**config.mk**
```make
export PLATFORM = sky130hd
export DESIGN_NAME = edf_rm_task_selector_flat
export DESIGN_NICKNAME = d
export VERILOG_FILES = /design/src/hdl/edfrm_pkg.sv /design/src/hdl/edfrm_if.sv /design/src/hdl/edf_rm_task_selector.sv /design/src/hdl/edfrm_cell.sv /design/src/hdl/edfrm_pick.sv /design/src/flat_wrapper.sv
export SDC_FILE = /design/constraint.sdc
export NUM_CORES = 2
export LEC_CHECK = 0
export BUFFER_PORTS_ARGS = -buffer_cell sky130_fd_sc_hd__clkbuf_2
export CAP_MARGIN = 20
export CORE_UTILIZATION = 50
export CTS_BUF_LIST = sky130_fd_sc_hd__clkbuf_16
export DETAILED_ROUTE_END_ITERATION = 8
export GPL_ROUTABILITY_DRIVEN = 0
export HOLD_SLACK_MARGIN = 0.1
export PLACE_DENSITY = 0.66
export SETUP_SLACK_MARGIN = 0.5
export SYNTH_ARGS = -nofsm -noshare
export SYNTH_HDL_FRONTEND = slang
export SYNTH_SLANG_ARGS = --single-unit
```
**constraint.sdc**
```tcl
create_clock -name clk -period 5.6 [get_ports clk]
set_input_delay 0.28 -clock clk [delete_from_list [all_inputs] [get_ports clk]]
set_output_delay 0.28 -clock clk [all_outputs]
set_load 0.05 [all_outputs]
```
**src/hdl/edfrm_pkg.sv**
```systemverilog
package edfrm_pkg;

  localparam int NUM_TASKS_DEF = 16;

  localparam logic [1:0] CLASS_NONE = 2'd0;
  localparam logic [1:0] CLASS_APER = 2'd1;
  localparam logic [1:0] CLASS_MED  = 2'd2;
  localparam logic [1:0] CLASS_PER  = 2'd3;

  localparam logic [1:0] ST_READY = 2'd0;
  localparam logic [1:0] ST_SUSP  = 2'd1;

  localparam logic MODE_WRITE = 1'b0;
  localparam logic MODE_SCHED = 1'b1;

  typedef enum logic [1:0] {
    S_IDLE,
    S_SCAN,
    S_EMIT
  } state_t;

  // Contents of one task slot.
  typedef struct packed {
    logic [1:0]  cls;
    logic [1:0]  status;
    logic [7:0]  prio;
    logic [31:0] deadline;
  } slot_rec_t;

  // Per-cell control.
  typedef struct packed {
    logic load;   // write slot from the input beat
    logic shift;  // take neighbour's record
    logic clr;    // return status to ready
  } cell_ctrl_t;

  // Picker control.
  typedef struct packed {
    logic start;  // clear candidates
    logic step;   // examine head record
  } pick_ctrl_t;

endpackage

```
**src/hdl/edfrm_if.sv**
```systemverilog
interface edfrm_in_if;
  logic        valid;
  logic        ready;
  logic        mode;
  logic [3:0]  slot;
  logic [1:0]  task_class;
  logic [1:0]  task_status;
  logic [7:0]  priority_req;
  logic [31:0] deadline;
  logic        blocking_call;

  modport source (output valid, mode, slot, task_class, task_status, priority_req,
                  deadline, blocking_call, input ready);
  modport sink (input valid, mode, slot, task_class, task_status, priority_req,
                deadline, blocking_call, output ready);
endinterface

interface edfrm_out_if;
  logic       valid;
  logic       ready;
  logic [3:0] chosen_slot;
  logic       found;
  logic [1:0] chosen_class;

  modport source (output valid, chosen_slot, found, chosen_class, input ready);
  modport sink (input valid, chosen_slot, found, chosen_class, output ready);
endinterface

```
**src/hdl/edf_rm_task_selector.sv**
```systemverilog
// Write beat: the block stays idle and ready, so another beat may follow it directly.
// Schedule beat: the ring of slot cells rotates once past a single picker, one slot per
//   cycle; the result register is then loaded as soon as it is free.
// No new beat is taken until the result of a schedule beat has been loaded.
// Reset (rst, synchronous, active high) clears every slot to no task and drops the
//   active task; the block is ready in the cycle after reset.
module edf_rm_task_selector #(
  parameter int NUM_TASKS = edfrm_pkg::NUM_TASKS_DEF
) (
  input  logic        clk,
  input  logic        rst,
  edfrm_in_if.sink    task_in,
  edfrm_out_if.source pick_out
);

  localparam int IDX_W = (NUM_TASKS > 1) ? $clog2(NUM_TASKS) : 1;

  edfrm_pkg::state_t state, state_next;

  // Scan position: slot index currently at the head of the ring
  logic [IDX_W-1:0] cnt;
  logic             scan_last;

  // Task that was last handed out
  logic [IDX_W-1:0] active_slot;
  logic             active_valid;

  logic in_beat, wr_beat, sched_beat, load_out;

  edfrm_pkg::slot_rec_t   wr_rec;
  edfrm_pkg::slot_rec_t   recs [NUM_TASKS];
  edfrm_pkg::cell_ctrl_t  cctrl [NUM_TASKS];
  edfrm_pkg::pick_ctrl_t  pctrl;

  logic             pk_found;
  logic [IDX_W-1:0] pk_idx;
  logic [1:0]       pk_cls;
  logic [IDX_W+3:0] pk_idx_ext;

  assign in_beat    = task_in.valid && task_in.ready;
  assign wr_beat    = in_beat && (task_in.mode == edfrm_pkg::MODE_WRITE);
  assign sched_beat = in_beat && (task_in.mode == edfrm_pkg::MODE_SCHED);
  assign scan_last  = (cnt == IDX_W'(NUM_TASKS - 1));

  assign wr_rec.cls      = task_in.task_class;
  assign wr_rec.status   = task_in.task_status;
  assign wr_rec.prio     = task_in.priority_req;
  assign wr_rec.deadline = task_in.deadline;

  // ---------------------------------------------------------------- ring of slot cells
  // During a scan every cell takes its upper neighbour's record, so slot cnt sits in
  // cell 0; after NUM_TASKS shifts every record is back in its own cell.
  for (genvar i = 0; i < NUM_TASKS; i++) begin : g_cell
    localparam int NXT = (i + 1) % NUM_TASKS;

    always_comb begin
      cctrl[i].load  = wr_beat && (int'(task_in.slot) == i);
      cctrl[i].shift = (state == edfrm_pkg::S_SCAN);
      // previous active task back to ready, unless the call blocks
      cctrl[i].clr   = sched_beat && active_valid && !task_in.blocking_call &&
                       (active_slot == IDX_W'(i));
    end

    edfrm_cell u_cell (
      .clk     (clk),
      .rst     (rst),
      .ctrl    (cctrl[i]),
      .wr_rec  (wr_rec),
      .nbr_rec (recs[NXT]),
      .rec     (recs[i])
    );
  end

  // ---------------------------------------------------------------- picker at the head
  assign pctrl.start = sched_beat;
  assign pctrl.step  = (state == edfrm_pkg::S_SCAN);

  edfrm_pick #(.NUM_TASKS(NUM_TASKS)) u_pick (
    .clk      (clk),
    .rst      (rst),
    .ctrl     (pctrl),
    .head     (recs[0]),
    .head_idx (cnt),
    .found    (pk_found),
    .pick_idx (pk_idx),
    .pick_cls (pk_cls)
  );

  assign pk_idx_ext = {4'b0, pk_idx};

  // ---------------------------------------------------------------- control
  always_comb begin
    state_next = state;
    case (state)
      edfrm_pkg::S_IDLE: if (sched_beat) state_next = edfrm_pkg::S_SCAN;
      edfrm_pkg::S_SCAN: if (scan_last) state_next = edfrm_pkg::S_EMIT;
      edfrm_pkg::S_EMIT: if (load_out) state_next = edfrm_pkg::S_IDLE;
      default:           state_next = edfrm_pkg::S_IDLE;
    endcase
  end

  always_comb begin
    task_in.ready = 1'b0;
    load_out      = 1'b0;
    case (state)
      edfrm_pkg::S_IDLE: task_in.ready = 1'b1;
      edfrm_pkg::S_SCAN: ;
      // wait until the result register is free
      edfrm_pkg::S_EMIT: load_out = !pick_out.valid || pick_out.ready;
      default: ;
    endcase
  end

  always_ff @(posedge clk) begin
    if (rst) begin
      state <= edfrm_pkg::S_IDLE;
      cnt   <= '0;
    end else begin
      state <= state_next;
      if (state == edfrm_pkg::S_SCAN) begin
        cnt <= scan_last ? '0 : cnt + 1'b1;
      end
    end
  end

  always_ff @(posedge clk) begin
    if (rst) begin
      active_slot  <= '0;
      active_valid <= 1'b0;
    end else if (load_out) begin
      active_slot  <= pk_idx;
      active_valid <= pk_found;
    end
  end

  // ---------------------------------------------------------------- result register
  always_ff @(posedge clk) begin
    if (rst) begin
      pick_out.valid <= 1'b0;
    end else if (load_out) begin
      pick_out.valid <= 1'b1;
    end else if (pick_out.ready) begin
      pick_out.valid <= 1'b0;
    end
  end

  always_ff @(posedge clk) begin
    if (load_out) begin
      pick_out.chosen_slot  <= pk_idx_ext[3:0];
      pick_out.found        <= pk_found;
      pick_out.chosen_class <= pk_cls;
    end
  end

  // ---------------------------------------------------------------- checks
  a_idle_cnt: assert property (@(posedge clk) disable iff (rst)
    (state == edfrm_pkg::S_IDLE) |-> (cnt == '0))
    else $error("scan counter not parked while idle");

  a_found_cls: assert property (@(posedge clk) disable iff (rst)
    (pick_out.valid && pick_out.found) |-> (pick_out.chosen_class != edfrm_pkg::CLASS_NONE))
    else $error("found task reported without class");

  a_none_zero: assert property (@(posedge clk) disable iff (rst)
    (pick_out.valid && !pick_out.found) |->
      ((pick_out.chosen_slot == 4'd0) && (pick_out.chosen_class == edfrm_pkg::CLASS_NONE)))
    else $error("empty result not zeroed");

  a_active: assert property (@(posedge clk) disable iff (rst)
    load_out |=> (active_valid == pick_out.found))
    else $error("active task disagrees with result");

  a_emit_after_scan: assert property (@(posedge clk) disable iff (rst)
    ((state == edfrm_pkg::S_SCAN) && scan_last) |=> (state == edfrm_pkg::S_EMIT))
    else $error("scan did not end in emit");

endmodule

```
**src/hdl/edfrm_cell.sv**
```systemverilog
module edfrm_cell (
  input  logic                  clk,
  input  logic                  rst,
  input  edfrm_pkg::cell_ctrl_t ctrl,
  input  edfrm_pkg::slot_rec_t  wr_rec,
  input  edfrm_pkg::slot_rec_t  nbr_rec,
  output edfrm_pkg::slot_rec_t  rec
);

  always_ff @(posedge clk) begin
    if (rst) begin
      rec <= '0;
    end else if (ctrl.load) begin
      rec <= wr_rec;
    end else if (ctrl.shift) begin
      rec <= nbr_rec;
    end else if (ctrl.clr) begin
      rec.status <= edfrm_pkg::ST_READY;
    end
  end

endmodule

```
**src/hdl/edfrm_pick.sv**
```systemverilog
module edfrm_pick #(
  parameter int NUM_TASKS = edfrm_pkg::NUM_TASKS_DEF,
  localparam int IDX_W = (NUM_TASKS > 1) ? $clog2(NUM_TASKS) : 1
) (
  input  logic                 clk,
  input  logic                 rst,
  input  edfrm_pkg::pick_ctrl_t ctrl,
  input  edfrm_pkg::slot_rec_t head,
  input  logic [IDX_W-1:0]     head_idx,
  output logic                 found,
  output logic [IDX_W-1:0]     pick_idx,
  output logic [1:0]           pick_cls
);

  // Earliest deadline candidate
  logic             edf_have;
  logic [IDX_W-1:0] edf_idx;
  logic [31:0]      edf_dl;
  // Rate monotonic candidates, medium and periodic
  logic             med_have, per_have;
  logic [IDX_W-1:0] med_idx, per_idx;
  logic [7:0]       med_prio, per_prio;

  logic edf_take, med_take, per_take;

  always_comb begin
    edf_take = ctrl.step && (head.cls == edfrm_pkg::CLASS_APER) &&
               (!edf_have || (edf_dl > head.deadline));
    med_take = ctrl.step && (head.cls == edfrm_pkg::CLASS_MED) &&
               (med_have ? ((head.status == edfrm_pkg::ST_READY) && (med_prio > head.prio))
                         : (head.status != edfrm_pkg::ST_SUSP));
    per_take = ctrl.step && (head.cls == edfrm_pkg::CLASS_PER) &&
               (per_have ? ((head.status == edfrm_pkg::ST_READY) && (per_prio > head.prio))
                         : (head.status != edfrm_pkg::ST_SUSP));
  end

  always_ff @(posedge clk) begin
    if (rst || ctrl.start) begin
      edf_have <= 1'b0;
      med_have <= 1'b0;
      per_have <= 1'b0;
    end else begin
      if (edf_take) edf_have <= 1'b1;
      if (med_take) med_have <= 1'b1;
      if (per_take) per_have <= 1'b1;
    end
  end

  always_ff @(posedge clk) begin
    if (edf_take) begin
      edf_idx <= head_idx;
      edf_dl  <= head.deadline;
    end
    if (med_take) begin
      med_idx  <= head_idx;
      med_prio <= head.prio;
    end
    if (per_take) begin
      per_idx  <= head_idx;
      per_prio <= head.prio;
    end
  end

  always_comb begin
    found    = 1'b1;
    pick_idx = edf_idx;
    pick_cls = edfrm_pkg::CLASS_APER;
    if (edf_have) begin
      pick_idx = edf_idx;
    end else if (med_have) begin
      pick_idx = med_idx;
      pick_cls = edfrm_pkg::CLASS_MED;
    end else if (per_have) begin
      pick_idx = per_idx;
      pick_cls = edfrm_pkg::CLASS_PER;
    end else begin
      found    = 1'b0;
      pick_idx = '0;
      pick_cls = edfrm_pkg::CLASS_NONE;
    end
  end

endmodule
```
**src/flat_wrapper.sv**
```systemverilog
// flat-port wrapper written by rule: the top's interface ports become plain ports
module edf_rm_task_selector_flat 
#(
  parameter int NUM_TASKS = edfrm_pkg::NUM_TASKS_DEF
)
  (clk, rst, task_in_valid, task_in_mode, task_in_slot, task_in_task_class, task_in_task_status, task_in_priority_req, task_in_deadline, task_in_blocking_call, task_in_ready, pick_out_valid, pick_out_chosen_slot, pick_out_found, pick_out_chosen_class, pick_out_ready);
  edfrm_in_if task_in_i ();
  edfrm_out_if pick_out_i ();
  input  logic clk;
  input  logic rst;
  input wire logic [$bits(task_in_i.valid)-1:0] task_in_valid;
  input wire logic [$bits(task_in_i.mode)-1:0] task_in_mode;
  input wire logic [$bits(task_in_i.slot)-1:0] task_in_slot;
  input wire logic [$bits(task_in_i.task_class)-1:0] task_in_task_class;
  input wire logic [$bits(task_in_i.task_status)-1:0] task_in_task_status;
  input wire logic [$bits(task_in_i.priority_req)-1:0] task_in_priority_req;
  input wire logic [$bits(task_in_i.deadline)-1:0] task_in_deadline;
  input wire logic [$bits(task_in_i.blocking_call)-1:0] task_in_blocking_call;
  output wire logic [$bits(task_in_i.ready)-1:0] task_in_ready;
  output wire logic [$bits(pick_out_i.valid)-1:0] pick_out_valid;
  output wire logic [$bits(pick_out_i.chosen_slot)-1:0] pick_out_chosen_slot;
  output wire logic [$bits(pick_out_i.found)-1:0] pick_out_found;
  output wire logic [$bits(pick_out_i.chosen_class)-1:0] pick_out_chosen_class;
  input wire logic [$bits(pick_out_i.ready)-1:0] pick_out_ready;
  assign task_in_i.valid = task_in_valid;
  assign task_in_i.mode = task_in_mode;
  assign task_in_i.slot = task_in_slot;
  assign task_in_i.task_class = task_in_task_class;
  assign task_in_i.task_status = task_in_task_status;
  assign task_in_i.priority_req = task_in_priority_req;
  assign task_in_i.deadline = task_in_deadline;
  assign task_in_i.blocking_call = task_in_blocking_call;
  assign task_in_ready = task_in_i.ready;
  assign pick_out_valid = pick_out_i.valid;
  assign pick_out_chosen_slot = pick_out_i.chosen_slot;
  assign pick_out_found = pick_out_i.found;
  assign pick_out_chosen_class = pick_out_i.chosen_class;
  assign pick_out_i.ready = pick_out_ready;
  edf_rm_task_selector #(.NUM_TASKS(NUM_TASKS)) u_core (.clk(clk), .rst(rst), .task_in(task_in_i), .pick_out(pick_out_i));
endmodule
```
Word level (Yosys, flattened, before mapping)

Cells that the tools add are included.
Widths: inputs -> output; s select.

Latch bits: 0
Memories kept: 0
Memory bits (writable): 0
Bits in registers: 786
Memory bits (read-only): 0
Output and inout bits: 9

Div/mod/pow operators: 0
Bitwise gates (word level): 1
Order comparisons: 3
Shift-type cells: 0
Equality and inequality tests: 40
Reduce and logical (&&, ||, !) cells: 89
Muxes and demuxes: 99
Multiply operators: 0
Add/subtract/negate cells: 1

Operators with widths:

| operator            | number |
|---|---|
| $mux 44             | 16 |
| $mux 40             | 16 |
| $mux 2              | 53 |
| $eq 4x4->1 const B  | 17 |
| $reduce_bool 3->1   | 16 |
| $logic_and 1x1->1   | 45 |
| $reduce_bool 2->1   | 17 |
| $eq 4x3->1 const B  | 8 |
| $gt 32x32->1        | 1 |
| $eq 4x2->1 const B  | 4 |
| $gt 8x8->1          | 2 |
| $mux 4              | 4 |
| $mux 1              | 9 |
| $eq 4x1->1 const B  | 2 |
| $logic_not 4->1     | 2 |
| $ne 2x1->1 const B  | 4 |
| $eq 2x2->1 const B  | 3 |
| $pmux 2 s3          | 1 |
| $add 4x1->4 const B | 1 |
| $eq 2x1->1 const B  | 2 |
| $logic_not 2->1     | 2 |
| $logic_not 1->1     | 3 |
| $logic_or 1x1->1    | 3 |
| $reduce_and 3->1    | 1 |
| $not 1->1           | 1 |

Longest topological paths before layout

Word-level depth: 10
Mapped depth: 8
Mapped depth without buffers: 7

Modules after synthesis

Synthesis repeated with hierarchy kept, for this count alone.

Cells, all modules: 3468
Area total of the unflattened synthesis: 40533.9 um2

Modules (own cells, without submodules):

| module               | cells each | area an instance (um2) | sequential area each (um2) | instances |
|---|---|---|---|---|
| edfrm_cell           | 193        | 2268.4                 | 880.8                      | 16 |
| edfrm_pick           | 264        | 3253.1                 | 1861.8                     | 1 |
| edf_rm_task_selector | 116        | 985.9                  | 450.4                      | 1 |

Least setup slack after synthesis

No wires, ideal clock.

Path kind: register to register
Start point: reg u_core.g_cell[0].u_cell.rec[27] (netlist bit)
End point: reg u_core.u_pick.edf_dl[0] (enable)
Setup time: 0.424 ns
Period minus slack after synthesis: 2.756 ns
Data arrival time: 2.332 ns
Setup slack: 2.844 ns
Stages on the path, launching flop included: 8
Cell sequence: dfxtp_1 inv_1 ha_1 nand4_1 nor4_1 nand2_1 or4b_2 o211a_1

Cells in the longest elaborated chain, start to end: 3

Ends and longest elaborated chain:

| item                             | line             | source |
|---|---|---|
| start, declared                  | edfrm_cell.sv:7  | `output edfrm_pkg::slot_rec_t rec` |
| start signal, assigned           | edfrm_cell.sv:14 | `rec <= wr_rec;` |
| start signal, assigned           | edfrm_cell.sv:16 | `rec <= nbr_rec;` |
| $gt 32x32->1                     | edfrm_pick.sv:28 | `(!edf_have \|\| (edf_dl > head.deadline));` |
| $logic_or 1x1->1                 | edfrm_pick.sv:28 |  |
| $logic_and 1x1->1                | edfrm_pick.sv:27 | `edf_take = ctrl.step && (head.cls == edfrm_pkg::CLASS_APER) &&` |
| named net u_core.u_pick.edf_take | edfrm_pick.sv:24 | `logic edf_take, med_take, per_take;` |
| end signal, assigned             | edfrm_pick.sv:52 | `edf_dl <= head.deadline;` |
| end, declared                    | edfrm_pick.sv:18 | `logic [31:0] edf_dl;` |

The timed path passes the listed nets, and every way through them passes these cells.
A chain may end at the register's enable or synchronous reset.

Worst setup path after layout

Start point: reg u_core.state[1]
End point: reg u_core.g_cell[1].u_cell.rec[33] (netlist bit)

Cells in the longest elaborated chain, start to end: 6

Ends and longest elaborated chain:

| item                                         | line                        | source |
|---|---|---|
| start, declared                              | edf_rm_task_selector.sv:18  | `edfrm_pkg::state_t state, state_next;` |
| start signal, assigned                       | edf_rm_task_selector.sv:116 | `state <= edfrm_pkg::S_IDLE;` |
| start signal, assigned                       | edf_rm_task_selector.sv:119 | `state <= state_next;` |
| $logic_not 2->1                              | edf_rm_task_selector.sv:105 | `case (state)` |
| $mux 1                                       | edf_rm_task_selector.sv:105 |  |
| $logic_and 1x1->1                            | edf_rm_task_selector.sv:40  | `assign in_beat = task_in.valid && task_in.ready;` |
| $logic_and 1x1->1                            | edf_rm_task_selector.sv:41  | `assign wr_beat = in_beat && (task_in.mode == edfrm_pkg::MODE_WRITE);` |
| $logic_and 1x1->1                            | edf_rm_task_selector.sv:57  | `cctrl[i].load = wr_beat && (int'(task_in.slot) == i);` |
| $mux 44 or $reduce_bool 2->1 (tied branches) | --                          |  |
| end signal, assigned                         | edfrm_cell.sv:14            |  |
| end signal, assigned                         | edfrm_cell.sv:16            |  |
| end, declared                                | edfrm_cell.sv:7             |  |

Several ways; a longest one is shown, not always the timed one.

==> impl_metrics.csv <==
group,metric,value,unit
synth,synth_edf_count,67,
finish,syn_to_final_growth,7.60,%
finish,multi_input_area,16000,sq um
timing,fin_ws,2.34,ns
synth,synth_compound_area_share,19.4,%
timing,slew_headroom,28.9,%
worst_setup_path,end_kind,"flop",
synth,postSynth.asyncResetShare,0,%
finish,final_common_cell,"nand2_1",
synth,netlist_area,34300,sq um
pwr,p_switching,2780,uW
worst_setup_path,worstSetupPathType,"flop to flop",
timing,maxSlewViolCount,0,
synth,synthFlopType,"dfxtp_1",
synth,synth_xor_area_share,0.0256,%
worst_setup_path,critPathLaunchType,"flop",
pwr,power_frac_clock,44.7,%
routing,firstDrtPassIters,5,
routing,routed_wl,89700,microns
worst_setup_path,required,6.12,ns
finish,drive_gt1_share,5.60,%
timing,fin_worst_skew,0.0159,ns
synth,synth-seq-area-share,47.9,%
min_path,hp-class,"primary input to flop",
routing,wl_per_cell,17.9,microns
pwr,swShare,24.1,%
die,fp.dieH,264,microns
timing,max_clock_freq,0.306,GHz
placement,dpl_worst_slack,2.37,ns
worst_setup_path,crit_fanout,88,
synth,synth_simple_gate_area_share,25.0,%
routing,detail-route-antenna-nets,0,
worst_setup_path,path_common_cell,"buf_4",
pwr,vdd_drop_max,0.215,mV
outcome,outcome,"complete, no violations",
global_routing,globalRouteTotalUtil,25.1,%
timing,period_share,58.3,%
die,die-area,69600,sq um
finish,design_area,36900,sq um
synth,synth_cell_types,44,
placement,dp.final_hpwl,47400,microns
global_routing,grt_pass1_wl,145000,microns
global_routing,antenna_found_initial,5,
die,start_util,50.8,%
routing,drt_iter0_drc,2727,
die,core,67500,sq um
flow_run,maxCapViolCount,0,
global_routing,overflow,0,
synth,synth_seq_cells,786,
worst_setup_path,path_cells,"nand2b_4 -> buf_4 -> buf_4 -> nand2_1 -> a311oi_1",
routing,drc,0,
placement,io_buffers,62,
worst_setup_path,cpPeakStageDelay,0.82,ns
clock_tree,clock-sinks,786,
clock_tree,root_buffer,"clkbuf_16",
synth,synth_adder_area_share,1.79,%
synth,avgSynthCellArea,7.86,sq um
placement,place_area,34300,sq um
worst_setup_path,rr_worst_depth,5,
timing,finalSetupViolations,0,
timing,hold_violations,0,
synth,synth_top_area_share,42.0,%
clock_tree,cts.path.max_buffers,3,
routing,vias,29468,
synth,synth_warnings,0,
synth,synth_mux_area_share,0.117,%
synth,synth_cells,4358,
finish,fillerInstances,6291,
routing,viasPerCell,5.89,
die,num_io_pins,63,
pwr,leakagePower,0.0118,uW
synth,synth_top_family_by_area,"simple AND/OR/NAND/NOR gates",
synth,synthesis.nets,4461,
synth,yosysTopAreaCell,"dfxtp_1",
timing,finalSetupTns,0,ns
die,die_w,264,microns
die,num_rows,95,
finish,final_nets,4168,
min_path,hold_depth,3,
pwr,power_density,312,nW/um^2
timing,finalCriticalPeriod,3.26,ns
clock_tree,cts_tree,"done",
pwr,p_int,8730,uW
clock_tree,htreeDepth,3,
finish,final_cell_mix,"1381 x nand2_1, 719 x dfxtp_1, 706 x nor2_1",
worst_setup_path,slowest_stage,"buf_4",
timing,rsz0062_at_grt,"false",
global_routing,grt_pass1_vias,27324,
worst_setup_path,cp.arrival,3.78,ns
clock_tree,clkTransAtPathRegs,0.06,ns
pwr,seq_power_share,50.1,%
timing,worst_pin_slew,1.06,ns
global_routing,grt_max_degree,199,
pwr,combPwrFrac,5.1,%
synth,synthTopCellsByArea,"dfxtp_1 42%, a311oi_1 17%, nand2_1 15%, nor2_1 7.7%, edfxtp_1 5.9%",
clock_tree,clock_latency,0.62,ns
finish,seq_area,16400,sq um
clock_tree,cts_buffers,81,
==> critical path: cells and delay by family (launching register included) <==
family / cells / cell delay, ns
flops: 1 / 0.46
buf+inv: 2 / 1.47
simple gates: 2 / 0.85
compound gates: 1 / 0.32
==> repair_timing <==
action                                 in CTS  in global routing
resized for setup                           0                  0
endpoints found under the hold margin       2                  0
setup buffers                               0                  0
hold buffers                                1                  0
==> power groups by stage <==
stage,combinational (uW),sequential [uW],clock [uW]
after CTS,590,5770,5240
final,590,5770,5150
after floorplan,444,5880,0
after global placement,589,5890,0
after detailed placement,589,5890,0
after global routing,645,5780,5460
==> logic make-up (layout without fill, tap and decap cells) <==
logic type | after synthesis | in the layout
AND/OR/NAND/NOR | 2206 | 2206
AO/OA/AOI/OAI | 795 | 795
flip-flops | 786 | 786
buffers and inverters | 517 | 287
adder cells (fa/ha/maj) | 49 | 49
multiplexers | 4 | 4
XOR/XNOR | 1 | 1
other | 0 | 2
==> per-stage QoR <==
stage / utilization (%) / total power (uW) / hold WS (ns) / instances
final: 54.6 / 11500 / 0.132 / 5003
after global routing: 54.6 / 11900 / 0.151 / 5003
after CTS: 54.5 / 11600 / 0.106 / 4999
after detailed placement: 50.9 / 6480 / 0.463 / 4852
after global placement: 50.9 / 6480 / 0.456 / 4852
after floorplan: - / 6330 / 0.447 / 4358
==> layer usage <==
metal | vias to the layer above | GRT usage [%] | share of wire, %
met5 | - | 0 | 0.038
met4 | 6 | 8.49 | 2.5
met3 | 132 | 3.35 | 4.9
met2 | 646 | 41.0 | 45
met1 | 14126 | 34.3 | 47
li1 | 14558 | - | -
==> path summary, 6_finish.rpt <==
check                                                      from                         endpoint  slack (ns)
worst max register to register                  u_core.state[1]  u_core.g_cell[1].u_cell.rec[33]        2.34
worst min-delay path                              task_in_valid                  u_core.state[0]        0.13
worst min register to register  u_core.g_cell[1].u_cell.rec[15]  u_core.g_cell[0].u_cell.rec[15]        0.47
worst max-delay path                            u_core.state[1]  u_core.g_cell[1].u_cell.rec[33]        2.34
==> synth_stat cells, types with 2 or more instances <==
master,n
a211oi_1,6
nor2b_1,14
buf_1,97
inv_1,43
or2_2,2
a311oi_1,672
o21a_1,6
nor3b_2,2
mux2i_1,4
clkbuf_1,354
nor3b_1,2
edfxtp_1,67
and3_1,2
ha_1,49
nand3b_1,2
a22oi_1,34
nor3_1,7
nand2b_1,10
o21ai_0,12
nor4_1,5
buf_2,17
dfxtp_1,719
nand3_1,17
nor2_1,706
o211ai_1,2
nand2_1,1393
buf_4,6
a21oi_1,55
or3_1,3
o311a_1,2
nand4_1,35
==> state kept, by name, indices dropped and copies added, names as in the netlist <==
signal,flops
u_core.pick_out.chosen_class,2
u_core.active_slot,4
u_core.pick_out.found,1
u_core.u_pick.med_have,1
u_core.active_valid,1
u_core.u_pick.edf_dl,32
u_core.u_pick.edf_have,1
u_core.state,2
u_core.u_pick.per_have,1
u_core.u_pick.per_idx,4
u_core.g_cell.u_cell.rec,704
u_core.pick_out.chosen_slot,4
u_core.pick_out.valid,1
u_core.cnt,4
u_core.u_pick.edf_idx,4
u_core.u_pick.med_prio,8
u_core.u_pick.med_idx,4
u_core.u_pick.per_prio,8
==> cell type report <==
class	count	area share (%)
clock buffers	86	5.84
well taps	873	2.96
diodes	2	0.0136
repair buffers	98	1.87
multi-input cells	3055	43.5
clock inverters	60	0.906
flip-flops and latches	786	44.5
inverters	43	0.438
Power figures use the tool's default switching activity.
